===== src/rtl/spmd_pkg.sv =====
`timescale 1ns / 1ps
// Package for the signal pending mask dispatch block.
// Holds operation and action codes, signal numbers and the default-action table.
// No dependencies.
package spmd_pkg;

  // Fixed field widths
  localparam int MASK_W   = 32;
  localparam int SIG_W    = 5;
  localparam int OP_W     = 3;
  localparam int ACT_W    = 3;
  localparam int CODE_W   = 8;
  localparam int CFG_IDX_W = 2;

  // Number of signal slots; numbers at or above the limit are invalid
  localparam int NUM_SIGNALS = 32;
  localparam int SIG_LIMIT   = (NUM_SIGNALS < MASK_W) ? NUM_SIGNALS : MASK_W;

  // Operation codes
  localparam logic [OP_W-1:0] OP_SEND    = 3'd0;
  localparam logic [OP_W-1:0] OP_BLOCK   = 3'd1;
  localparam logic [OP_W-1:0] OP_UNBLOCK = 3'd2;
  localparam logic [OP_W-1:0] OP_SETMASK = 3'd3;
  localparam logic [OP_W-1:0] OP_DELIVER = 3'd4;
  localparam logic [OP_W-1:0] OP_READ    = 3'd5;

  // Action codes
  localparam logic [ACT_W-1:0] ACT_NONE = 3'd0;
  localparam logic [ACT_W-1:0] ACT_TERM = 3'd1;
  localparam logic [ACT_W-1:0] ACT_STOP = 3'd2;
  localparam logic [ACT_W-1:0] ACT_CONT = 3'd3;
  localparam logic [ACT_W-1:0] ACT_USER = 3'd4;

  // Status codes
  localparam logic STAT_OK      = 1'b0;
  localparam logic STAT_BAD_SIG = 1'b1;

  // Configuration register indexes
  localparam logic [CFG_IDX_W-1:0] CFG_ENABLE = 2'd0;
  localparam logic [CFG_IDX_W-1:0] CFG_IGNORE = 2'd1;
  localparam logic [CFG_IDX_W-1:0] CFG_CUSTOM = 2'd2;

  // Signals with fixed behavior
  localparam logic [SIG_W-1:0] SIG_KILL = 5'd9;
  localparam logic [SIG_W-1:0] SIG_CONT = 5'd18;
  localparam logic [SIG_W-1:0] SIG_STOP = 5'd19;

  localparam logic [CODE_W-1:0] EXIT_BASE = 8'h80;

  localparam logic [MASK_W-1:0] UNMASKABLE =
      (MASK_W'(1) << SIG_KILL) | (MASK_W'(1) << SIG_STOP);

  typedef enum logic [2:0] {
    DEF_IGNORE = 3'd0,
    DEF_CONT   = 3'd1,
    DEF_STOP   = 3'd2,
    DEF_TERM   = 3'd3,
    DEF_CORE   = 3'd4
  } def_kind_t;

  // Default action of each signal number
  function automatic def_kind_t def_kind(input logic [SIG_W-1:0] n);
    def_kind_t k;
    unique case (n)
      5'd0, 5'd17, 5'd23, 5'd28:              k = DEF_IGNORE;
      5'd18:                                  k = DEF_CONT;
      5'd19, 5'd20, 5'd21, 5'd22:             k = DEF_STOP;
      5'd3, 5'd4, 5'd5, 5'd6, 5'd7, 5'd8,
      5'd11, 5'd31:                           k = DEF_CORE;
      default:                                k = DEF_TERM;
    endcase
    return k;
  endfunction

  // Signals whose default action ends a delivery scan (terminate, core, stop)
  function automatic logic [MASK_W-1:0] def_end_mask_f();
    logic [MASK_W-1:0] m;
    def_kind_t k;
    m = '0;
    for (int i = 0; i < MASK_W; i++) begin
      k = def_kind(SIG_W'(i));
      m[i] = (k == DEF_TERM) || (k == DEF_CORE) || (k == DEF_STOP);
    end
    return m;
  endfunction

  // Deliverable signal numbers: 1 .. SIG_LIMIT-1
  function automatic logic [MASK_W-1:0] valid_sig_mask_f();
    logic [MASK_W-1:0] m;
    m = '0;
    for (int i = 1; i < SIG_LIMIT; i++) m[i] = 1'b1;
    return m;
  endfunction

  localparam logic [MASK_W-1:0] DEF_END_MASK   = def_end_mask_f();
  localparam logic [MASK_W-1:0] VALID_SIG_MASK = valid_sig_mask_f();

endpackage


===== src/rtl/spmd_req_if.sv =====
`timescale 1ns / 1ps
// Request channel for the signal pending mask dispatch block.
// Depends on spmd_pkg for field widths.
interface spmd_req_if;
  import spmd_pkg::*;

  logic              valid;
  logic              ready;
  logic [OP_W-1:0]   op;
  logic [SIG_W-1:0]  signal_number;
  logic [MASK_W-1:0] mask_value;

  modport source (output valid, op, signal_number, mask_value, input ready);
  modport sink   (input valid, op, signal_number, mask_value, output ready);
endinterface


===== src/rtl/spmd_rsp_if.sv =====
`timescale 1ns / 1ps
// Result channel for the signal pending mask dispatch block.
// Depends on spmd_pkg for field widths.
interface spmd_rsp_if;
  import spmd_pkg::*;

  logic              valid;
  logic              ready;
  logic              status;
  logic [ACT_W-1:0]  action;
  logic [SIG_W-1:0]  action_signal;
  logic              core_dump;
  logic [CODE_W-1:0] exit_code;
  logic [MASK_W-1:0] blocked_before;
  logic [MASK_W-1:0] pending_now;
  logic              is_stopped;

  modport source (output valid, status, action, action_signal, core_dump, exit_code,
                  blocked_before, pending_now, is_stopped, input ready);
  modport sink   (input valid, status, action, action_signal, core_dump, exit_code,
                  blocked_before, pending_now, is_stopped, output ready);
endinterface


===== src/rtl/signal_pending_mask_dispatch_core.sv =====
`timescale 1ns / 1ps
// Signal pending mask dispatch: pending/blocked/stopped state and ordered delivery.
// Depends on spmd_pkg, spmd_req_if and spmd_rsp_if.
//
// Usage:
//   req  - request channel (valid/ready): op, signal_number, mask_value.
//   rsp  - result channel (valid/ready): one result per request.
//   cfg  - write port: cfg_wr_en, cfg_index (0 enable, 1 ignore mask,
//          2 custom mask), cfg_data. Write only while the block is idle.
// Path: a request is taken into the input register, then moves to the result
//   register, from which rsp shows it (one input register, one result register).
// Throughput: one request per cycle while rsp.ready stays high. Delivery is one
//   priority pick over the 32-bit eligible mask between the input and result
//   registers, and the state registers update in the same edge as the result register.
// Reset (rst, synchronous): masks, stopped flag, config and both stages clear.
// Stall: while rsp.ready is low the result register holds; the input register
//   still takes one more request, then req.ready drops until rsp drains.
module signal_pending_mask_dispatch_core (
  input  logic                              clk,
  input  logic                              rst,
  spmd_req_if.sink                          req,
  spmd_rsp_if.source                        rsp,
  input  logic                              cfg_wr_en,
  input  logic [spmd_pkg::CFG_IDX_W-1:0]    cfg_index,
  input  logic [spmd_pkg::MASK_W-1:0]       cfg_data
);
  import spmd_pkg::*;

  // Configuration registers
  logic              enable;
  logic [MASK_W-1:0] ignore_mask;
  logic [MASK_W-1:0] custom_mask;

  // Architectural state
  logic [MASK_W-1:0] pending_set, pending_set_next;
  logic [MASK_W-1:0] blocked_set, blocked_set_next;
  logic              stopped_flag, stopped_flag_next;

  // Input stage
  logic              s1_valid;
  logic [OP_W-1:0]   s1_op;
  logic [SIG_W-1:0]  s1_sig;
  logic [MASK_W-1:0] s1_mask;

  // Result stage
  logic              o_valid;
  logic              o_status;
  logic [ACT_W-1:0]  o_action;
  logic [SIG_W-1:0]  o_asig;
  logic              o_core;
  logic [CODE_W-1:0] o_code;
  logic [MASK_W-1:0] o_old;
  logic [MASK_W-1:0] o_pending;
  logic              o_stopped;

  // Combinational result of the item in the input stage
  logic              r_status;
  logic [ACT_W-1:0]  r_action;
  logic [SIG_W-1:0]  r_asig;
  logic              r_core;
  logic [CODE_W-1:0] r_code;

  logic s1_adv, out_free;

  // Delivery scan terms
  logic [MASK_W-1:0] ign_eff, cust_eff, ender, eligible, cand, first, span, cleared;
  logic [SIG_W-1:0]  first_idx;
  logic              cont_hit;
  def_kind_t         kind;
  logic [MASK_W-1:0] sig_bit;
  logic              sig_bad;

  // Handshake: result register frees when empty or taken
  assign out_free  = !o_valid || rsp.ready;
  assign s1_adv    = s1_valid && out_free;
  assign req.ready = !s1_valid || out_free;

  // Config writes
  always_ff @(posedge clk) begin
    if (rst) begin
      enable      <= 1'b0;
      ignore_mask <= '0;
      custom_mask <= '0;
    end else if (cfg_wr_en) begin
      unique case (cfg_index)
        CFG_ENABLE: enable      <= cfg_data[0];
        CFG_IGNORE: ignore_mask <= cfg_data;
        CFG_CUSTOM: custom_mask <= cfg_data;
        default: ;
      endcase
    end
  end

  // Input register
  always_ff @(posedge clk) begin
    if (rst) begin
      s1_valid <= 1'b0;
    end else if (req.ready) begin
      s1_valid <= req.valid;
    end
  end

  always_ff @(posedge clk) begin
    if (req.valid && req.ready) begin
      s1_op   <= req.op;
      s1_sig  <= req.signal_number;
      s1_mask <= req.mask_value;
    end
  end

  // Delivery scan: lowest eligible ender and all below it cleared (all eligible if none)
  always_comb begin
    ign_eff  = ignore_mask & ~UNMASKABLE;
    cust_eff = custom_mask & ~UNMASKABLE & ~ign_eff;
    ender    = cust_eff | (DEF_END_MASK & ~ign_eff);
    eligible = pending_set & ~blocked_set & VALID_SIG_MASK;
    cand     = eligible & ender;
    first    = cand & (~cand + MASK_W'(1));
    span     = (first == '0) ? '1 : (first | (first - MASK_W'(1)));
    cleared  = eligible & span;
    cont_hit = cleared[SIG_CONT] && !ign_eff[SIG_CONT] && !cust_eff[SIG_CONT];
    first_idx = '0;
    for (int i = 0; i < MASK_W; i++) begin
      if (first[i]) first_idx = first_idx | SIG_W'(i);
    end
    kind = def_kind(first_idx);
  end

  // Operation decode and state update
  always_comb begin
    pending_set_next  = pending_set;
    blocked_set_next  = blocked_set;
    stopped_flag_next = stopped_flag;
    r_status = STAT_OK;
    r_action = ACT_NONE;
    r_asig   = '0;
    r_core   = 1'b0;
    r_code   = '0;
    sig_bit  = MASK_W'(1) << s1_sig;
    sig_bad  = (s1_sig == '0) || ({1'b0, s1_sig} >= (SIG_W + 1)'(SIG_LIMIT));

    unique case (s1_op)
      OP_SEND: begin
        priority if (sig_bad) begin
          r_status = STAT_BAD_SIG;
        end else if (s1_sig == SIG_KILL) begin
          r_action = ACT_TERM;
          r_asig   = s1_sig;
          r_code   = EXIT_BASE | CODE_W'(s1_sig);
        end else if (s1_sig == SIG_STOP) begin
          stopped_flag_next = 1'b1;
          r_action = ACT_STOP;
          r_asig   = s1_sig;
        end else if (s1_sig == SIG_CONT) begin
          if (stopped_flag) begin
            stopped_flag_next = 1'b0;
            r_action = ACT_CONT;
            r_asig   = s1_sig;
          end
        end else if ((blocked_set & sig_bit) == '0) begin
          pending_set_next = pending_set | sig_bit;
        end
      end
      OP_BLOCK:   blocked_set_next = blocked_set | (s1_mask & ~UNMASKABLE);
      OP_UNBLOCK: blocked_set_next = blocked_set & ~s1_mask;
      OP_SETMASK: blocked_set_next = s1_mask & ~UNMASKABLE;
      OP_DELIVER: begin
        if (enable) begin
          pending_set_next = pending_set & ~cleared;
          // a default continue ahead of the end point resumes the process
          if (cont_hit && stopped_flag) begin
            stopped_flag_next = 1'b0;
            r_action = ACT_CONT;
            r_asig   = SIG_CONT;
          end
          if (first != '0) begin
            r_asig = first_idx;
            if (cust_eff[first_idx]) begin
              r_action = ACT_USER;
            end else if (kind == DEF_STOP) begin
              stopped_flag_next = 1'b1;
              r_action = ACT_STOP;
            end else begin
              r_action = ACT_TERM;
              r_core   = (kind == DEF_CORE);
              r_code   = EXIT_BASE | CODE_W'(first_idx);
            end
          end
        end
      end
      default: ;  // read and unused codes change nothing
    endcase
  end

  // State registers advance with the item
  always_ff @(posedge clk) begin
    if (rst) begin
      pending_set  <= '0;
      blocked_set  <= '0;
      stopped_flag <= 1'b0;
    end else if (s1_adv) begin
      pending_set  <= pending_set_next;
      blocked_set  <= blocked_set_next;
      stopped_flag <= stopped_flag_next;
    end
  end

  // Result register
  always_ff @(posedge clk) begin
    if (rst) begin
      o_valid <= 1'b0;
    end else if (out_free) begin
      o_valid <= s1_valid;
    end
  end

  always_ff @(posedge clk) begin
    if (s1_adv) begin
      o_status  <= r_status;
      o_action  <= r_action;
      o_asig    <= r_asig;
      o_core    <= r_core;
      o_code    <= r_code;
      o_old     <= blocked_set;
      o_pending <= pending_set_next;
      o_stopped <= stopped_flag_next;
    end
  end

  assign rsp.valid          = o_valid;
  assign rsp.status         = o_status;
  assign rsp.action         = o_action;
  assign rsp.action_signal  = o_asig;
  assign rsp.core_dump      = o_core;
  assign rsp.exit_code      = o_code;
  assign rsp.blocked_before = o_old;
  assign rsp.pending_now    = o_pending;
  assign rsp.is_stopped     = o_stopped;

endmodule


===== src/flat_wrapper.sv =====
// flat-port wrapper written by rule: the top's interface ports become plain ports
module signal_pending_mask_dispatch_core_flat import spmd_pkg::*;
  (clk, rst, cfg_wr_en, cfg_index, cfg_data, req_valid, req_op, req_signal_number, req_mask_value, req_ready, rsp_valid, rsp_status, rsp_action, rsp_action_signal, rsp_core_dump, rsp_exit_code, rsp_blocked_before, rsp_pending_now, rsp_is_stopped, rsp_ready);
  spmd_req_if req_i ();
  spmd_rsp_if rsp_i ();
  input  logic clk;
  input  logic rst;
  input  logic cfg_wr_en;
  input  logic [spmd_pkg::CFG_IDX_W-1:0] cfg_index;
  input  logic [spmd_pkg::MASK_W-1:0] cfg_data;
  input wire logic [$bits(req_i.valid)-1:0] req_valid;
  input wire logic [$bits(req_i.op)-1:0] req_op;
  input wire logic [$bits(req_i.signal_number)-1:0] req_signal_number;
  input wire logic [$bits(req_i.mask_value)-1:0] req_mask_value;
  output wire logic [$bits(req_i.ready)-1:0] req_ready;
  output wire logic [$bits(rsp_i.valid)-1:0] rsp_valid;
  output wire logic [$bits(rsp_i.status)-1:0] rsp_status;
  output wire logic [$bits(rsp_i.action)-1:0] rsp_action;
  output wire logic [$bits(rsp_i.action_signal)-1:0] rsp_action_signal;
  output wire logic [$bits(rsp_i.core_dump)-1:0] rsp_core_dump;
  output wire logic [$bits(rsp_i.exit_code)-1:0] rsp_exit_code;
  output wire logic [$bits(rsp_i.blocked_before)-1:0] rsp_blocked_before;
  output wire logic [$bits(rsp_i.pending_now)-1:0] rsp_pending_now;
  output wire logic [$bits(rsp_i.is_stopped)-1:0] rsp_is_stopped;
  input wire logic [$bits(rsp_i.ready)-1:0] rsp_ready;
  assign req_i.valid = req_valid;
  assign req_i.op = req_op;
  assign req_i.signal_number = req_signal_number;
  assign req_i.mask_value = req_mask_value;
  assign req_ready = req_i.ready;
  assign rsp_valid = rsp_i.valid;
  assign rsp_status = rsp_i.status;
  assign rsp_action = rsp_i.action;
  assign rsp_action_signal = rsp_i.action_signal;
  assign rsp_core_dump = rsp_i.core_dump;
  assign rsp_exit_code = rsp_i.exit_code;
  assign rsp_blocked_before = rsp_i.blocked_before;
  assign rsp_pending_now = rsp_i.pending_now;
  assign rsp_is_stopped = rsp_i.is_stopped;
  assign rsp_i.ready = rsp_ready;
  signal_pending_mask_dispatch_core u_core (.clk(clk), .rst(rst), .req(req_i), .rsp(rsp_i), .cfg_wr_en(cfg_wr_en), .cfg_index(cfg_index), .cfg_data(cfg_data));
endmodule

===== config.mk =====
export PLATFORM = sky130hd
export DESIGN_NAME = signal_pending_mask_dispatch_core_flat
export DESIGN_NICKNAME = d
export VERILOG_FILES = /design/src/rtl/spmd_pkg.sv /design/src/rtl/spmd_req_if.sv /design/src/rtl/spmd_rsp_if.sv /design/src/rtl/signal_pending_mask_dispatch_core.sv /design/src/flat_wrapper.sv
export SDC_FILE = /design/constraint.sdc
export NUM_CORES = 1
export LEC_CHECK = 0
export BUFFER_PORTS_ARGS = -buffer_cell sky130_fd_sc_hd__buf_2
export CORE_AREA = 2 2 121 170
export CTS_CLUSTER_SIZE = 40
export DETAILED_ROUTE_END_ITERATION = 8
export DIE_AREA = 0 0 123 172
export PLACE_DENSITY_LB_ADDON = 0.25
export RECOVER_POWER = 50
export SLEW_MARGIN = 20
export SYNTH_ARGS = -nofsm -noshare
export SYNTH_HDL_FRONTEND = slang
export SYNTH_SLANG_ARGS = --single-unit

===== constraint.sdc =====
create_clock -name clk -period 5.4 [get_ports clk]
set_input_delay 0.54 -clock clk [delete_from_list [all_inputs] [get_ports clk]]
set_output_delay 0.54 -clock clk [all_outputs]
set_load 0.01 [all_outputs]

==> results.txt, run 1 <==
status = finished, violations left
failing checks = DRC, capacitance limit, slew limit
WL final = 33.0 mm
Final Util = 63.8%
most used cell along the critical path = a311oi_1
area occupied by multi-input gates = 4470 µm²
WHS Path Cells = 1
vias in the first global route = 8702
Detail Route Antenna Nets = 0
DP Area = 12000 µm²
drt first pass iters = 8
Synth Flop Type = dfxtp_1
Worst Skew = 14.9 ps
leading cell types in the layout, fill and taps excluded = nand2_1 (198), dfxtp_1 (128), edfxtp_1 (121), a21oi_1 (98), clkbuf_1 (92)
hpwl dp = 23.4 mm
via count = 9351
nature of the critical path startpoint = register
CTS Hold Bufs = 0
root buffer cell = clkbuf_16
Post-CTS Resized = 0
DR DRC count = 1
final hold vios = 0
maximum vdd ir drop = 0.320 mV
row count = 61
GRT Total Usage = 30.9%
clock buffer depth = 3
initial antenna violation count = 0
crit path cell chain = clkbuf_1 -> nor3b_1 -> o41ai_1 -> a311oi_1 -> nor4_1 -> a211oi_2 -> and2_1 -> clkinv_2 -> o31ai_1 -> o311a_1 -> nand4_1 -> a311oi_1
r2r worst-path depth = 12
area grow syn2layout = 14.3%
critical path required time = 5760 ps
Num CTS Buffers = 23
CP arrival = 4760 ps
Core ar. = 19700 µm²
chip width = 123 µm
Initial Util = 55.8%
Hold WS = 194 ps
Slew @ Worst Pin = 3610 ps
slowest cell delay on critical path = 550 ps
crit path max fanout = 8
Nets = 1332
Syn Area/Cell = 9.86 µm²
Crit-path slowest cell = a211oi_2
vias per cell = 6.15
DR WL/cell = 21.7 µm
fin. max-slew vios = 79
Max Clk Rate = 227 MHz
Final period util = 81.5%
Congestion Overflow GR = 0
Hold Path Class = in2reg
FF+latch area = 6200 µm²
Crit Path Category = reg2reg
full die area = 21200 µm²
Port Buffers = 159
share of layout cells above drive strength 1 = 12.3%
clk_lat worst skew = 520 ps
clk sinks = 249
Rel. slew slack = -141%
CP endpoint kind = register
CTS tree = done
Setup violations, final = 0
Iter 0 DRT Violations = 936
Mapped Cells = 1114
IO Pins = 164
first-pass GRT wire length = 49.5 mm
largest net degree at the start of global routing = 79
clock transition at the registers of the reported paths = 70 ps
P_leak = 4.39 nW
commonest non-fill, non-tap cell in the layout = nand2_1
Antenna Cells = 0
share of flip-flops with an asynchronous set or reset = 0%
Die H = 172 µm
RSZ-0062 raised after global routing = no
final instance area = 12600 µm²
FILL cells = 1694
setup repair bufs after CTS = 0
Netlist Area Pre-Place = 11000 µm²
GP Congestion = 0.985
Finished Layout Cells = 1521
CTS H-tree lvls = 1
setup_tns = 0 ps
Synth Register Bits = 249
Syn. warnings = 0
Pwr Density = 317 nW/µm²
Seq/Total Area, Yosys = 56.4%
Yosys cell types = 87
Final Critical Period = 4400 ps
Worst R2R Setup Slack = 1000 ps
MaxCap Viol Count = 1
number of synthesized flops with an enable pin = 121
placed cell count = 1479
flip-flops by register name (all words and copies together), names as in the netlist:
signal,cells
u_core.rsp.valid,1
u_core.blocked_set,32
u_core.rsp.blocked_before,32
u_core.rsp.status,1
u_core.rsp.core_dump,1
u_core.s1_sig,5
u_core.s1_op,3
u_core.rsp.exit_code,6
u_core.pending_set,32
u_core.rsp.pending_now,32
u_core.rsp.action,3
u_core.s1_valid,1
u_core.rsp.is_stopped,1
u_core.stopped_flag,1
u_core.enable,1
u_core.ignore_mask,30
u_core.custom_mask,30
u_core.s1_mask,32
u_core.rsp.action_signal,5
layer usage:
metal,part of all wire (%),vias to the layer above,GRT usage [%]
li1,-,4370,-
met2,50,440,52.3
met1,39,4450,39.8
met5,0,-,0
met4,4.5,0,13.7
met3,6.7,91,3.63
power breakdown:
| group | internal (mW) | leakage [nW] | switching, mW |
|---|---|---|---|
| clock network | 0.878 | 0.358 | 0.704 |
| registers | 2.05 | 2.19 | 0.0552 |
| logic | 0.0915 | 1.85 | 0.202 |
path summary, 6_finish.rpt:
| kind | to | start |
|---|---|---|
| worst max-delay path | u_core.stopped_flag | u_core.blocked_set[29] |
| worst min-delay path | u_core.s1_mask[6] | req_mask_value[6] |
| worst max register to register | u_core.stopped_flag | u_core.blocked_set[29] |
| worst min register to register | u_core.custom_mask[25] | u_core.custom_mask[25] |
layout make-up:
cell class                 instances  share of cell area, %
multi-input combinational        784                   35.6
timing repair buffer             173                   6.18
sequential                       249                   49.3
clock inverter                    17                   1.11
clock buffer                      25                   4.64
inverter                          21                  0.658
tap                              252                   2.51
worst max-delay path: cells and delay by family (launching register included):
kind	cells	cell delay, ps
AOI/OAI and AO/OA	6	2200
buffers and inverters	2	420
DFF	1	300
and+or+nand+nor	4	1310
kinds of logic after synthesis:
group,after synthesis,synth area share [%]
compound gates,285,16.8
xor+xnor,1,0.0797
fa+ha+maj,1,0.114
buf+inv,82,3.07
flops,249,56.4
mux,9,0.865
other cells,1,0.0341
simple gates,486,22.7
Yosys cell counts, drive strengths merged (6+ instances only):
cell | instances | area share [%]
o32a | 7 | 0.64
dfxtp | 128 | 23
nand4 | 7 | 0.40
a22oi | 34 | 2.3
or2 | 7 | 0.40
o31ai | 13 | 0.93
and2 | 6 | 0.34
nand2 | 198 | 6.8
or3 | 11 | 0.63
o21ai | 63 | 2.9
nand2b | 9 | 0.51
nor4 | 15 | 0.91
nand3 | 25 | 1.2
a21oi | 98 | 4.5
buf | 13 | 0.71
inv | 20 | 0.68
clkbuf | 48 | 1.6
and3 | 9 | 0.51
nor2 | 88 | 3.1
nor2b | 14 | 0.80
a31oi | 11 | 0.63
nor3 | 22 | 1.0
nor3b | 27 | 2.0
nand3b | 9 | 0.61
edfxtp | 121 | 33
o22a | 6 | 0.48
or3b | 16 | 1.3
stage by stage:
| stage | power, mW | setup WS (ps) |
|---|---|---|
| 2_1_floorplan | 2.31 | 1620 |
| 3_3_place_gp | 2.43 | 1280 |
| 3_5_place_dp | 2.44 | 1240 |
| 4_1_cts | 3.99 | 1210 |
| 5_1_grt | 4.10 | 797 |
| 6_report | 3.98 | 1000 |
No activity file was read; power rests on OpenSTA's default activity.
==> run 2, diff against run 1 <==
CORE_AREA = 2 2 126 177   (was 2 2 121 170)
DIE_AREA = 0 0 128 179   (was 0 0 123 172)
clock period = 3.8 ns   (was 5.4 ns; I/O delays follow)
==> run 2 against run 1 <==
Compared with the run above: power grew 48%; register-to-register slack lost 850 ps; sequential share of layout area shrank 2.6 points; die area grew 8.3%; utilization shrank 2.0 points; first-iteration DRC count grew 2.2%; cell count grew 6.2%; largest power group unchanged; global-route usage shrank 0.80 points; worst setup slack lost 850 ps; via count grew 4.3%; non-clock buffer count grew 84; the run ends with capacitance limit, slew limit left; highest routed layer unchanged; worst hold slack lost 160 ps.
==> results.txt, run 2 (synthesis results as in run 1) <==
Critical Path End = u_core.rsp.exit_code[7]
clk_lat worst skew = 520 ps
leading cell types in the layout, fill and taps excluded = nand2_1 (198), dfxtp_1 (128), edfxtp_1 (121), clkbuf_1 (113), a21oi_1 (98)
slowest cell delay on critical path = 600 ps
crit path cell chain = nor3b_2 -> or4_4 -> nor4_4 -> nand4_1 -> o21a_1 -> and2_1 -> buf_4 -> a221oi_1 -> a32oi_1 -> o311a_1 -> o211a_4 -> or2_1
Nets = 1416
root buffer cell = clkbuf_16
Initial Util = 51.2%
area grow syn2layout = 20.7%
final hold vios = 0
r2r worst-path depth = 12
Crit Path Category = reg2reg
commonest non-fill, non-tap cell in the layout = nand2_1
DR WL/cell = 21.6 µm
Crit-path slowest cell = or4_4
Max Clk Rate = 274 MHz
failing checks = capacitance limit, slew limit
initial antenna violation count = 0
Port Buffers = 159
setup_tns = 0 ps
IO Pins = 164
fin. max-slew vios = 75
CTS tree = done
share of layout cells above drive strength 1 = 16.9%
chip width = 128 µm
Congestion Overflow GR = 0
WL final = 34.9 mm
Die H = 179 µm
maximum vdd ir drop = 0.421 mV
HP Start = req_mask_value[28]
largest net degree at the start of global routing = 75
hpwl dp = 25.7 mm
CP endpoint kind = register
Antenna Cells = 0
P_leak = 4.80 nW
GP Congestion = 1.02
Post-CTS Resized = 0
Iter 0 DRT Violations = 957
clock transition at the registers of the reported paths = 70 ps
Core ar. = 21500 µm²
clk sinks = 249
Num CTS Buffers = 23
Slew @ Worst Pin = 1570 ps
Worst R2R Setup Slack = 150 ps
Reg-to-Reg Start = u_core.ignore_mask[21]
CP arrival = 3910 ps
Detail Route Antenna Nets = 0
Pwr Density = 444 nW/µm²
crit path launch = u_core.ignore_mask[21]
Worst Skew = 17.3 ps
MaxCap Viol Count = 1
final instance area = 13300 µm²
Final Critical Period = 3650 ps
row count = 64
Crit Reg-Reg Endpoint = u_core.rsp.exit_code[7]
full die area = 22900 µm²
setup repair bufs after CTS = 0
crit path max fanout = 5
Final period util = 96.1%
CTS Hold Bufs = 0
via count = 9756
vias in the first global route = 9175
DR DRC count = 0
clock buffer depth = 3
Hold Path Class = in2reg
critical path required time = 4060 ps
status = finished, violations left
nature of the critical path startpoint = register
drt first pass iters = 8
Rel. slew slack = -4.57%
DP Area = 12600 µm²
GRT Total Usage = 30.1%
first-pass GRT wire length = 52.0 mm
CTS H-tree lvls = 1
vias per cell = 6.04
Setup violations, final = 0
RSZ-0062 raised after global routing = no
## run 2: changes by cell type in the layout (fill, tap and decap cells not counted), moves of 2 or more
cell	previous run	this run
buf_2	73	75
nor3b_1	22	17
buf_4	9	69
nor4bb_4	0	2
clkbuf_8	0	3
clkbuf_1	92	113
clkinv_1	5	2
clkinv_2	8	4
nor3b_2	5	10
## run 2: final cells by class
cell class | instances | area [µm²]
clock buffers | 28 | 646
clock inverters | 13 | 160
fillers | 1973 | 8190
inverters | 21 | 82.6
multi-input cells | 784 | 4530
flip-flops and latches | 249 | 6200
well taps | 264 | 330
repair buffers | 257 | 1320
## run 2: how the worst min path moves through the flow
stage	end	slack, ps	cells past startpoint
6_report	u_core.s1_mask[28]	40	1
5_1_grt	u_core.s1_mask[28]	20	1
4_1_cts	u_core.s1_mask[28]	20	1
3_5_place_dp	u_core.rsp.pending_now[0]	420	0
3_3_place_gp	u_core.rsp.pending_now[0]	410	0
2_1_floorplan	u_core.ignore_mask[0]	430	2
## run 2: metrics by stage
| stage | hold slack [ps] | utilization, % | setup slack, ps | std cells | power (mW) |
|---|---|---|---|---|---|
| after global placement | 410 | 58.8 | 191 | 1575 | 3.51 |
| after global routing | 19.7 | 61.8 | 11.3 | 1616 | 6.06 |
| after CTS | 19.7 | 62.5 | 123 | 1616 | 5.93 |
| after detailed placement | 423 | 58.8 | 133 | 1575 | 3.52 |
| final | 35.5 | 61.8 | 149 | 1616 | 5.90 |
| after floorplan | 431 | - | 133 | 1115 | 3.28 |
## run 2: per-layer routing
metal	share of wire (%)	track usage, %	vias up	wire length, µm
met1	38	36.1	4669	13400
met4	6.5	19.4	0	2260
met2	50	51.6	434	17300
met5	0	0	-	0
met3	5.4	3.19	118	1890
li1	-	-	4535	-
## run 2: where the power goes
part | internal, mW | switching [mW] | leakage, nW
Combinational | 0.172 | 0.311 | 2.22
Sequential | 2.91 | 0.0670 | 2.19
Clock | 1.42 | 1.02 | 0.396
Total | 4.50 | 1.39 | 4.80
## run 2: critical path, delay by kind of cell, from the launching register on
family	cells	cell delay, ps
DFF	1	460
buffers and inverters	1	160
AOI/OAI and AO/OA	5	1080
and+or+nand+nor	6	1700
